**src/cclim_pkg.sv**
```systemverilog
// ----------------------------------------------------------------------------
// cclim_pkg: shared types and constants of the count change alert limiter
// Widths, register indexes, reset values and the per-channel decision types.
// ----------------------------------------------------------------------------
package cclim_pkg;

	localparam int COUNT_BITS = 16;
	localparam int TIME_BITS  = 32;
	localparam int CFG_BITS   = 32;
	localparam int IDX_BITS   = 3;
	localparam int NUM_CHAN   = 3;

	// configuration register indexes
	localparam logic [IDX_BITS-1:0] REG_UNREAD_DELTA = 3'd0;
	localparam logic [IDX_BITS-1:0] REG_UNDONE_DELTA = 3'd1;
	localparam logic [IDX_BITS-1:0] REG_LATE_DELTA   = 3'd2;
	localparam logic [IDX_BITS-1:0] REG_UNREAD_GAP   = 3'd3;
	localparam logic [IDX_BITS-1:0] REG_UNDONE_GAP   = 3'd4;
	localparam logic [IDX_BITS-1:0] REG_LATE_GAP     = 3'd5;
	localparam logic [IDX_BITS-1:0] REG_GROUP_MODE   = 3'd6;

	// channel codes
	localparam logic [1:0] CH_UNREAD = 2'd0;
	localparam logic [1:0] CH_UNDONE = 2'd1;
	localparam logic [1:0] CH_LATE   = 2'd2;

	// reset values of the registers
	localparam logic [COUNT_BITS-1:0] RST_UNREAD_DELTA = 16'd3;
	localparam logic [COUNT_BITS-1:0] RST_UNDONE_DELTA = 16'd2;
	localparam logic [COUNT_BITS-1:0] RST_LATE_DELTA   = 16'd1;
	localparam logic [TIME_BITS-1:0]  RST_UNREAD_GAP   = 32'd300000;
	localparam logic [TIME_BITS-1:0]  RST_UNDONE_GAP   = 32'd600000;
	localparam logic [TIME_BITS-1:0]  RST_LATE_GAP     = 32'd900000;

	// decision of one channel for one sample
	typedef struct packed {
		logic emit;    // a word goes out for this channel
		logic fire;    // real alert, alert point moves
		logic rising;  // count rose against the previous sample
	} chan_dec_t;

	// one buffered result word
	typedef struct packed {
		logic [1:0]            channel;
		logic                  suppressed;
		logic [COUNT_BITS-1:0] count_value;
		logic                  rising;
	} res_t;

endpackage

```
**src/count_change_alert_limiter.sv**
```systemverilog
// ----------------------------------------------------------------------------
// count_change_alert_limiter: rate limited alerts on counter changes
// Watches the unread, undone and late counts of timestamped samples and
// gives real or suppressed alert words, in channel order, per sample.
// ----------------------------------------------------------------------------
//
//  channel  | handshake           | words
//  ---------+---------------------+-------------------------------------------
//  input    | in_valid/in_ready   | now_ms, four counts, work_session
//  output   | out_valid/out_ready | channel, suppressed, count_value, rising,
//           |                     | last_of_run
//  config   | cfg_we              | cfg_index, cfg_data (write only)
//
//  A sample is registered, then evaluated into a three word result buffer;
//  its words leave one per cycle while out_ready is high, from the next cycle
//  on, so the output port sets the rate of samples.
//  A new sample is taken while the last buffered word is being taken.
//  Reset clears the baselines, alert points and registers to their defaults.
//
module count_change_alert_limiter (
	input  logic                                clk,
	input  logic                                arst_n,
	// input channel
	input  logic                                in_valid,
	output logic                                in_ready,
	input  logic [cclim_pkg::TIME_BITS-1:0]     now_ms,
	input  logic [cclim_pkg::COUNT_BITS-1:0]    unread_count,
	input  logic [cclim_pkg::COUNT_BITS-1:0]    undone_count,
	input  logic [cclim_pkg::COUNT_BITS-1:0]    expired_count,
	input  logic [cclim_pkg::COUNT_BITS-1:0]    group_delayed_count,
	input  logic                                work_session,
	// output channel
	output logic                                out_valid,
	input  logic                                out_ready,
	output logic [1:0]                          channel,
	output logic                                suppressed,
	output logic [cclim_pkg::COUNT_BITS-1:0]    count_value,
	output logic                                rising,
	output logic                                last_of_run,
	// configuration
	input  logic                                cfg_we,
	input  logic [cclim_pkg::IDX_BITS-1:0]      cfg_index,
	input  logic [cclim_pkg::CFG_BITS-1:0]      cfg_data
);

	localparam int CB = cclim_pkg::COUNT_BITS;
	localparam int TB = cclim_pkg::TIME_BITS;

	// configuration registers
	logic [CB-1:0] delta_q [3];
	logic [TB-1:0] gap_q   [3];
	logic          group_mode_q;

	// input stage
	logic          valid_s1;
	logic [TB-1:0] now_s1;
	logic [CB-1:0] unread_s1;
	logic [CB-1:0] undone_s1;
	logic [CB-1:0] expired_s1;
	logic [CB-1:0] grp_s1;
	logic          work_s1;

	// sample state
	logic          base_valid_q;
	logic [CB-1:0] prev_unread_q;
	logic [CB-1:0] prev_undone_q;
	logic [CB-1:0] prev_expired_q;
	logic [CB-1:0] prev_grp_q;
	logic [CB-1:0] alert_cnt_q  [3];
	logic [TB-1:0] alert_time_q [3];

	// result buffer
	cclim_pkg::res_t res_q [3];
	logic [1:0]      rem_q;
	logic [1:0]      ptr_q;

	logic                 buf_free;
	logic                 eval;
	logic [CB-1:0]        cur    [3];
	logic [CB-1:0]        prev   [3];
	cclim_pkg::chan_dec_t dec    [3];
	cclim_pkg::res_t      word   [3];
	logic [1:0]           nwords;
	cclim_pkg::res_t      head;

	// handshake
	assign out_valid = (rem_q != 2'd0);
	assign buf_free  = (rem_q == 2'd0) || (rem_q == 2'd1 && out_ready);
	assign eval      = valid_s1 && buf_free;
	assign in_ready  = !valid_s1 || buf_free;

	// pick the counts of each channel
	always_comb begin
		cur[0]  = unread_s1;
		cur[1]  = undone_s1;
		cur[2]  = group_mode_q ? grp_s1 : expired_s1;
		prev[0] = prev_unread_q;
		prev[1] = prev_undone_q;
		prev[2] = group_mode_q ? prev_grp_q : prev_expired_q;
	end

	// decide each channel
	for (genvar g = 0; g < cclim_pkg::NUM_CHAN; g++) begin : g_chan
		cclim_chan u_chan (
			.prev       (prev[g]),
			.cur        (cur[g]),
			.alert_cnt  (alert_cnt_q[g]),
			.alert_time (alert_time_q[g]),
			.now        (now_s1),
			.delta      (delta_q[g]),
			.gap        (gap_q[g]),
			.work       (work_s1),
			.dec        (dec[g])
		);
		assign word[g].channel     = 2'(g);
		assign word[g].suppressed  = !dec[g].fire;
		assign word[g].count_value = cur[g];
		assign word[g].rising      = dec[g].rising;
	end

	assign nwords = {1'b0, dec[0].emit} + {1'b0, dec[1].emit} + {1'b0, dec[2].emit};

	// present the head word
	always_comb begin
		case (ptr_q)
			2'd0:    head = res_q[0];
			2'd1:    head = res_q[1];
			default: head = res_q[2];
		endcase
		channel     = head.channel;
		suppressed  = head.suppressed;
		count_value = head.count_value;
		rising      = head.rising;
		last_of_run = (rem_q == 2'd1);
	end

	// write configuration registers
	always_ff @(posedge clk or negedge arst_n) begin
		if (!arst_n) begin
			delta_q[0]   <= cclim_pkg::RST_UNREAD_DELTA;
			delta_q[1]   <= cclim_pkg::RST_UNDONE_DELTA;
			delta_q[2]   <= cclim_pkg::RST_LATE_DELTA;
			gap_q[0]     <= cclim_pkg::RST_UNREAD_GAP;
			gap_q[1]     <= cclim_pkg::RST_UNDONE_GAP;
			gap_q[2]     <= cclim_pkg::RST_LATE_GAP;
			group_mode_q <= 1'b0;
		end else if (cfg_we) begin
			unique case (cfg_index)
				cclim_pkg::REG_UNREAD_DELTA: delta_q[0]   <= cfg_data[CB-1:0];
				cclim_pkg::REG_UNDONE_DELTA: delta_q[1]   <= cfg_data[CB-1:0];
				cclim_pkg::REG_LATE_DELTA:   delta_q[2]   <= cfg_data[CB-1:0];
				cclim_pkg::REG_UNREAD_GAP:   gap_q[0]     <= cfg_data[TB-1:0];
				cclim_pkg::REG_UNDONE_GAP:   gap_q[1]     <= cfg_data[TB-1:0];
				cclim_pkg::REG_LATE_GAP:     gap_q[2]     <= cfg_data[TB-1:0];
				cclim_pkg::REG_GROUP_MODE:   group_mode_q <= cfg_data[0];
				default: ;
			endcase
		end
	end

	// hold the accepted sample
	always_ff @(posedge clk or negedge arst_n) begin
		if (!arst_n) begin
			valid_s1 <= 1'b0;
		end else if (in_ready) begin
			valid_s1 <= in_valid;
		end
	end

	always_ff @(posedge clk) begin
		if (in_ready && in_valid) begin
			now_s1     <= now_ms;
			unread_s1  <= unread_count;
			undone_s1  <= undone_count;
			expired_s1 <= expired_count;
			grp_s1     <= group_delayed_count;
			work_s1    <= work_session;
		end
	end

	// advance baselines and alert points
	always_ff @(posedge clk or negedge arst_n) begin
		if (!arst_n) begin
			base_valid_q   <= 1'b0;
			prev_unread_q  <= '0;
			prev_undone_q  <= '0;
			prev_expired_q <= '0;
			prev_grp_q     <= '0;
			for (int i = 0; i < 3; i++) begin
				alert_cnt_q[i]  <= '0;
				alert_time_q[i] <= '0;
			end
		end else if (eval) begin
			base_valid_q   <= 1'b1;
			prev_unread_q  <= unread_s1;
			prev_undone_q  <= undone_s1;
			prev_expired_q <= expired_s1;
			prev_grp_q     <= grp_s1;
			for (int i = 0; i < 3; i++) begin
				if (!base_valid_q || dec[i].fire) begin
					alert_cnt_q[i]  <= cur[i];
					alert_time_q[i] <= now_s1;
				end
			end
		end
	end

	// load the result buffer packed in channel order, drain one word a cycle while out_ready
	always_ff @(posedge clk or negedge arst_n) begin
		if (!arst_n) begin
			rem_q <= 2'd0;
			ptr_q <= 2'd0;
		end else if (eval) begin
			rem_q <= base_valid_q ? nwords : 2'd0;
			ptr_q <= 2'd0;
		end else if (out_valid && out_ready) begin
			rem_q <= rem_q - 2'd1;
			ptr_q <= ptr_q + 2'd1;
		end
	end

	always_ff @(posedge clk) begin
		if (eval) begin
			res_q[0] <= dec[0].emit ? word[0] : (dec[1].emit ? word[1] : word[2]);
			res_q[1] <= (dec[0].emit && dec[1].emit) ? word[1] : word[2];
			res_q[2] <= word[2];
		end
	end

endmodule

```
**src/cclim_chan.sv**
```systemverilog
// ----------------------------------------------------------------------------
// cclim_chan: alert decision of one channel
// Compares a channel's count with its previous sample and its alert point
// and decides between a real alert, a suppressed notice or nothing.
// ----------------------------------------------------------------------------
module cclim_chan (
	input  logic [cclim_pkg::COUNT_BITS-1:0] prev,
	input  logic [cclim_pkg::COUNT_BITS-1:0] cur,
	input  logic [cclim_pkg::COUNT_BITS-1:0] alert_cnt,
	input  logic [cclim_pkg::TIME_BITS-1:0]  alert_time,
	input  logic [cclim_pkg::TIME_BITS-1:0]  now,
	input  logic [cclim_pkg::COUNT_BITS-1:0] delta,
	input  logic [cclim_pkg::TIME_BITS-1:0]  gap,
	input  logic                             work,
	output cclim_pkg::chan_dec_t             dec
);

	logic                             changed;
	logic                             zero_cross;
	logic [cclim_pkg::COUNT_BITS-1:0] move;
	logic [cclim_pkg::TIME_BITS-1:0]  elapsed;
	logic                             fire;

	// distance from the alert point and wrapping elapsed time
	always_comb begin
		changed    = (prev != cur);
		zero_cross = (prev == '0) != (cur == '0);
		move       = (cur > alert_cnt) ? (cur - alert_cnt) : (alert_cnt - cur);
		elapsed    = now - alert_time;
		fire       = changed && (zero_cross || (move >= delta && elapsed >= gap));
		dec.fire   = fire;
		dec.emit   = fire || (changed && work);
		dec.rising = (cur > prev);
	end

endmodule

```
**config.mk**
```make
export PLATFORM = sky130hd
export DESIGN_NAME = count_change_alert_limiter
export DESIGN_NICKNAME = d
export VERILOG_FILES = /design/src/cclim_pkg.sv /design/src/count_change_alert_limiter.sv /design/src/cclim_chan.sv
export SDC_FILE = /design/constraint.sdc
export NUM_CORES = 1
export LEC_CHECK = 0
export BUFFER_PORTS_ARGS = -buffer_cell sky130_fd_sc_hd__buf_2
export CAP_MARGIN = 20
export CORE_ASPECT_RATIO = 1.25
export CORE_MARGIN = 2
export CORE_UTILIZATION = 50
export DETAILED_ROUTE_END_ITERATION = 10
export MAX_ROUTING_LAYER = met4
export PLACE_DENSITY = 0.67
export SETUP_SLACK_MARGIN = 0.5
export SYNTH_ARGS = -nofsm -noshare
export SYNTH_HDL_FRONTEND = slang
export SYNTH_SLANG_ARGS = --single-unit
export TNS_END_PERCENT = 1
```
**constraint.sdc**
```tcl
create_clock -name clk -period 6.15 [get_ports clk]
set_input_delay 0.615 -clock clk [delete_from_list [all_inputs] [get_ports clk]]
set_output_delay 0.615 -clock clk [all_outputs]
set_load 0.02 [all_outputs]
```
==> results of run 1 <==
## cell usage after synthesis, drive strengths merged (12+ instances only)
library cell,n
a211o,12
a211oi,21
a21o,143
a21oi,202
a22oi,20
a31oi,15
and3,14
buf,39
clkbuf,65
dfrtp,328
dfstp,31
edfxtp,155
ha,382
inv,402
mux2,170
mux2i,96
nand2,367
nand2b,37
nand3,32
nand4,58
nor2,101
nor2b,22
nor3,21
nor4,31
o21a,25
o21ai,252
o21bai,23
xnor2,94
xor2,37
## cells by family after synthesis
| group | Yosys count | synth area share (%) |
|---|---|---|
| xor+xnor | 131 | 3.46 |
| simple gates | 728 | 10.2 |
| mux | 266 | 8.73 |
| compound gates | 810 | 15.5 |
| flops | 514 | 41.2 |
| fa+ha+maj | 392 | 15.0 |
| buf+inv | 506 | 5.94 |
## sequential cells by signal, summed over array words and instances, names as in the netlist, 32 cells and up
register	flops
res_q	58
alert_time_q	96
gap_q	96
alert_cnt_q	48
now_s1	32
delta_q	48
## layout make-up
class / instances / area (um^2) / area share [%]
Inverter: 402 / 1510 / 3.93
Tap cell: 856 / 1070 / 2.79
Sequential cell: 514 / 13700 / 35.6
Timing Repair Buffer: 321 / 2210 / 5.75
Multi-Input combinational cell: 2327 / 18000 / 46.9
Clock inverter: 18 / 209 / 0.544
Clock buffer: 87 / 1730 / 4.51
## repair_timing
action                                  CTS  global route
resized for setup                        29            76
endpoints found under the setup margin  184           186
endpoints found under the hold margin     0             0
setup buffers                             7            23
cloned                                    1             1
pin swaps                                10            44
## per-stage QoR
| stage | std cells | area (um^2) | hold slack, ns |
|---|---|---|---|
| after floorplan | 3347 | 33200 | 0.319 |
| after global placement | 4387 | 35700 | 0.457 |
| after detailed placement | 4388 | 35700 | 0.463 |
| after CTS | 4501 | 37900 | 0.0331 |
| after global routing | 4525 | 38400 | 0.0637 |
| final | 4525 | 38400 | 0.00963 |
## per-layer routing
metal / track usage [%] / wire length (um)
met1: 34.5 / 39200
met2: 44.7 / 43800
met3: 2.85 / 3880
met4: 9.80 / 3730
met5: - / 0
## final timing paths
check                                    end  slack (ns)  cells after the start
max in group asynchronous       group_mode_q        4.70                      2
min in group clk               expired_s1[9]        0.16                      1
max                         alert_time_q[55]        0.60                     27
min reg2reg                prev_expired_q[4]        0.47                      2
min                         prev_undone_q[8]        0.01                      1
max reg2reg                 alert_time_q[55]        0.60                     27
==> flow_summary_export.csv, run 1 <==
group,metric,value,unit
yosys,avgSynthCellArea,9.91,um^2
yosys,ys_types,86,
clock_tree,clkTransAtPathRegs,0.07,ns
yosys,synth_top_area_share,24.8,%
timing,setup_ws,0.599,ns
worst_setup_path,path_delay_family,"compound AO/OA/AOI/OAI gates",
worst_setup_path,slowest_delay,0.42,ns
yosys,async_flop_share,69.8,%
layout,final_nets,4152,
yosys,yosysWarnings,0,
yosys,synth_seq_area_share,41.2,%
routing,routed_wl,90500,um
clock_tree,cts_sinks,514,
worst_setup_path,crit_slowest_cell,"edfxtp_1",
yosys,synth_area,33200,um^2
global_routing,grt_pass1_wl,140000,um
routing,ant_nets,0,
clock_tree,ctsHoldBuffers,0,
global_routing,antenna_found_initial,0,
die,start_util,50.5,%
timing,post-route-period-util,90.3,%
yosys,synth-edff-count,155,
clock_tree,htreeDepth,2,
global_routing,grt_usage,27.1,%
yosys,yosys-top-cells-area,"dfrtp_1 (25%), ha_1 (14%), edfxtp_1 (14%)",
timing,finalWorstPathRequiredPeriod,5.55,ns
clock_tree,cts.path.max_buffers,3,
timing,finalSetupViolCount,0,
routing,drt_iter0_drc,1776,
layout,utilization,58.5,%
timing,rsz0062_at_grt,"yes",
placed_design,place_congestion,0.938,
timing,max_freq,180,MHz
worst_setup_path,critPathMaxFanout,15,
run,drv_cap,0,
global_routing,grt_pass1_vias,24900,
timing,drv_slew,0,
layout,final_cell_mix,"inv_1 (397), ha_1 (370), nand2_1 (365), dfrtp_1 (327), o21ai_0 (232)",
timing,tightestPinTransition,1.05,ns
yosys,ys_seq_elements,514,
worst_setup_path,cp.required,6.63,ns
routing,drc,0,
yosys,syn_nets,3876,
routing,vias_per_cell,5.60,
yosys,yosysTopAreaCell,"dfrtp_1",
die,dieArea,68400,um^2
worst_setup_path,crit_buf_inv,5,
routing,wl_per_cell,20.0,um
clock_tree,insertion_delay,0.63,ns
placed_design,place_ws,0.0708,ns
worst_setup_path,cp.arrival,6.03,ns
placed_design,port_buffers,159,
timing,fin_skew,0.0309,ns
placed_design,place_hpwl,68200,um
worst_hold_path,worstHoldPathType,"input port to async pin",
worst_setup_path,worstReg2RegStart,"now_s1[0]",
global_routing,grt_overflow_total,0,
routing,num_vias,25400,
die,io-pin-count,160,
timing,relSlewSlack,29.5,%
status,status,"finished, final reports clean",
die,core_area,65700,um^2
layout,area_growth,15.9,%
worst_setup_path,crit_path_start,"now_s1[0]",
routing,drtPass1Iterations,8,
die,num_rows,105,
die,fp.dieW,234,um
layout,drive_gt1_share,18.9,%
worst_setup_path,critPathKind,"register to register",
worst_setup_path,cp-start-kind,"register",
layout,n_fill_cell,5752,
yosys,ys.flop_type,"dfrtp_1",
layout,num_antenna_cells,0,
worst_setup_path,end_kind,"register",
clock_tree,cts-buffers-inserted,57,
clock_tree,cts-root-buf,"clkbuf_16",
clock_tree,cts_tree,"done",
yosys,syn_inst,3347,
timing,hold_violations,0,
layout,layout_commonest_cell,"inv_1",
die,die-height,292,um
timing,fin_setup_tns,0,ns
global_routing,grt_max_degree,163,
Power of run 1 is left out: the tool's default activity adds up to more than one toggle a clock period on the data nets, which glitch-free logic cannot reach.
==> run 2, diff against run 1 <==
- PLACE_DENSITY: 0.67 -> 0.64
- clock period: 6.15 -> 5.6 ns (I/O delays scaled with it)
==> run 2 against run 1 <==
Net effect:
- the flow now finishes with violations (setup timing)
- register-to-register slack got worse by 0.90 ns
- fmax fell by 6.0%
- clock-buffer cell count fell by 15
- utilization rose by 2.9 points
- non-clock buffer count rose by 142
- critical path depth fell by 4
- first-iteration DRC count fell by 13%
- cell area rose by 4.9%
- wire length rose by 8.1%
- flip-flop and latch count did not move
- global-route usage rose by 2.5 points
- hold slack got worse by 0.0025 ns
==> flow_summary_export.csv, run 2 (same netlist as run 1, synthesis figures left out) <==
group,metric,value,unit
placed_design,place_hpwl,73700,um
timing,relSlewSlack,30.8,%
layout,utilization,61.4,%
timing,max_freq,169,MHz
timing,tightestPinTransition,1.04,ns
clock_tree,insertion_delay,0.64,ns
layout,area_growth,21.6,%
worst_setup_path,critPathMaxFanout,8,
worst_setup_path,cp.required,6.11,ns
timing,finalWorstPathRequiredPeriod,5.91,ns
die,num_rows,105,
clock_tree,htreeDepth,2,
routing,vias_per_cell,5.62,
routing,drt_iter0_drc,1553,
routing,routed_wl,97900,um
status,status,"finished with violations",
layout,final_nets,4293,
global_routing,grt_max_degree,129,
die,dieArea,68400,um^2
die,io-pin-count,160,
timing,drv_slew,0,
worst_setup_path,cp.arrival,6.42,ns
clock_tree,clkTransAtPathRegs,0.07,ns
routing,num_vias,26200,
clock_tree,cts_sinks,514,
routing,drc,0,
clock_tree,cts-buffers-inserted,56,
timing,rsz0062_at_grt,"yes",
layout,final_cell_mix,"inv_1 (393), ha_1 (369), nand2_1 (334), dfrtp_1 (327), buf_4 (264)",
placed_design,port_buffers,159,
clock_tree,cts.path.max_buffers,3,
die,core_area,65700,um^2
worst_setup_path,cp-start-kind,"register",
layout,layout_commonest_cell,"inv_1",
routing,drtPass1Iterations,5,
layout,drive_gt1_share,24.1,%
routing,ant_nets,0,
layout,num_antenna_cells,0,
die,fp.dieW,234,um
placed_design,place_congestion,0.942,
timing,fin_skew,0.0407,ns
timing,finalSetupViolCount,50,
worst_setup_path,end_kind,"register",
timing,post-route-period-util,105,%
global_routing,grt_pass1_vias,27200,
routing,wl_per_cell,21.0,um
clock_tree,cts_tree,"done",
global_routing,grt_overflow_total,0,
die,start_util,50.5,%
timing,holdWs,0.00713,ns
global_routing,antenna_found_initial,0,
global_routing,grt_usage,29.6,%
timing,hold_violations,0,
layout,reg_top3,"alert_time_q x96, gap_q x96, res_q x58",
worst_hold_path,worstHoldPathType,"input port to async pin",
die,die-height,292,um
global_routing,grt_pass1_wl,152000,um
worst_setup_path,critPathKind,"register to register",
run,drv_cap,0,
status,violations,"setup timing",
timing,setup_ws,-0.306,ns
clock_tree,ctsHoldBuffers,0,
clock_tree,cts-root-buf,"clkbuf_16",
==> run 2: cell types whose count changed in the layout (fill, tap and decap cells not counted), moves of 10 or more <==
cell and change:
a21oi_1 -10, a21oi_2 +10, buf_4 +118, clkbuf_8 -10
mux2_2 -31, mux2_4 +37, nand2_1 -31, nand2_2 +21
nand2_4 +10, o21ai_0 -46, o21ai_1 +35
==> run 2: final cells by class <==
| type | count | area (um^2) |
|---|---|---|
| clock buffers | 72 | 1600 |
| clock inverters | 34 | 363 |
| fillers | 5566 | 25400 |
| inverters | 402 | 1520 |
| multi-input cells | 2327 | 18600 |
| flip-flops and latches | 514 | 13700 |
| well taps | 856 | 1070 |
| repair buffers | 463 | 3550 |
==> run 2: critical path: stages (launching register included) <==
cell and delay (ns):
dfrtp_2 0.43, buf_4 0.18, mux2_2 0.39, ha_1 0.21, or3_1 0.39, o21bai_1 0.20
a311o_1 0.47, nand2_4 0.15, mux2_4 0.34, a211oi_4 0.21, o21bai_2 0.10, xor2_1 0.17
ha_1 0.30, nand4_1 0.18, a2111oi_4 0.36, a2111oi_4 0.10, o21ai_2 0.22, a21oi_2 0.11
buf_4 0.15, o31a_4 0.39, buf_12 0.17, buf_12 0.12, buf_16 0.14, mux2_4 0.29
==> run 2: metal layers <==
layer	track usage, %	wire [um]
met4	9.88	3730
met5	-	0
met1	36.2	41500
met2	50.6	48900
met3	3.26	3800
==> run 2: what timing repair did <==
item,4_1_cts,5_1_grt
setup buffers,13,8
pin swaps,46,93
gates cloned,7,1
endpoints found under the hold margin,0,0
setup endpoints to repair,187,187
resized for setup,129,175
==> run 2: metrics by stage <==
| step | setup TNS, ns | setup WS [ns] | instances | area [um^2] |
|---|---|---|---|---|
| 4_1_cts | -8.63 | -0.148 | 4659 | 39700 |
| 6_report | -10.56 | -0.306 | 4668 | 40300 |
| 2_1_floorplan | 0 | 0.336 | 3347 | 33200 |
| 3_3_place_gp | -36.27 | -0.660 | 4533 | 36900 |
| 5_1_grt | -22.78 | -0.475 | 4668 | 40300 |
| 3_5_place_dp | -50.56 | -0.780 | 4533 | 36900 |
==> run 2: path summary, 6_finish.rpt <==
check	from	end	slack, ns	depth (start not counted)
setup / recovery	group_mode_q	alert_time_q[14]	-0.31	23
hold / removal	arst_n	alert_time_q[35]	0.007	1
setup reg to reg	group_mode_q	alert_time_q[14]	-0.31	23
hold reg to reg	grp_s1[6]	prev_grp_q[6]	0.48	2
max in group asynchronous	arst_n	gap_q[43]	4.23	2
min in group clk	now_ms[6]	now_s1[6]	0.10	1
Power of run 2 is left out for the same reason.
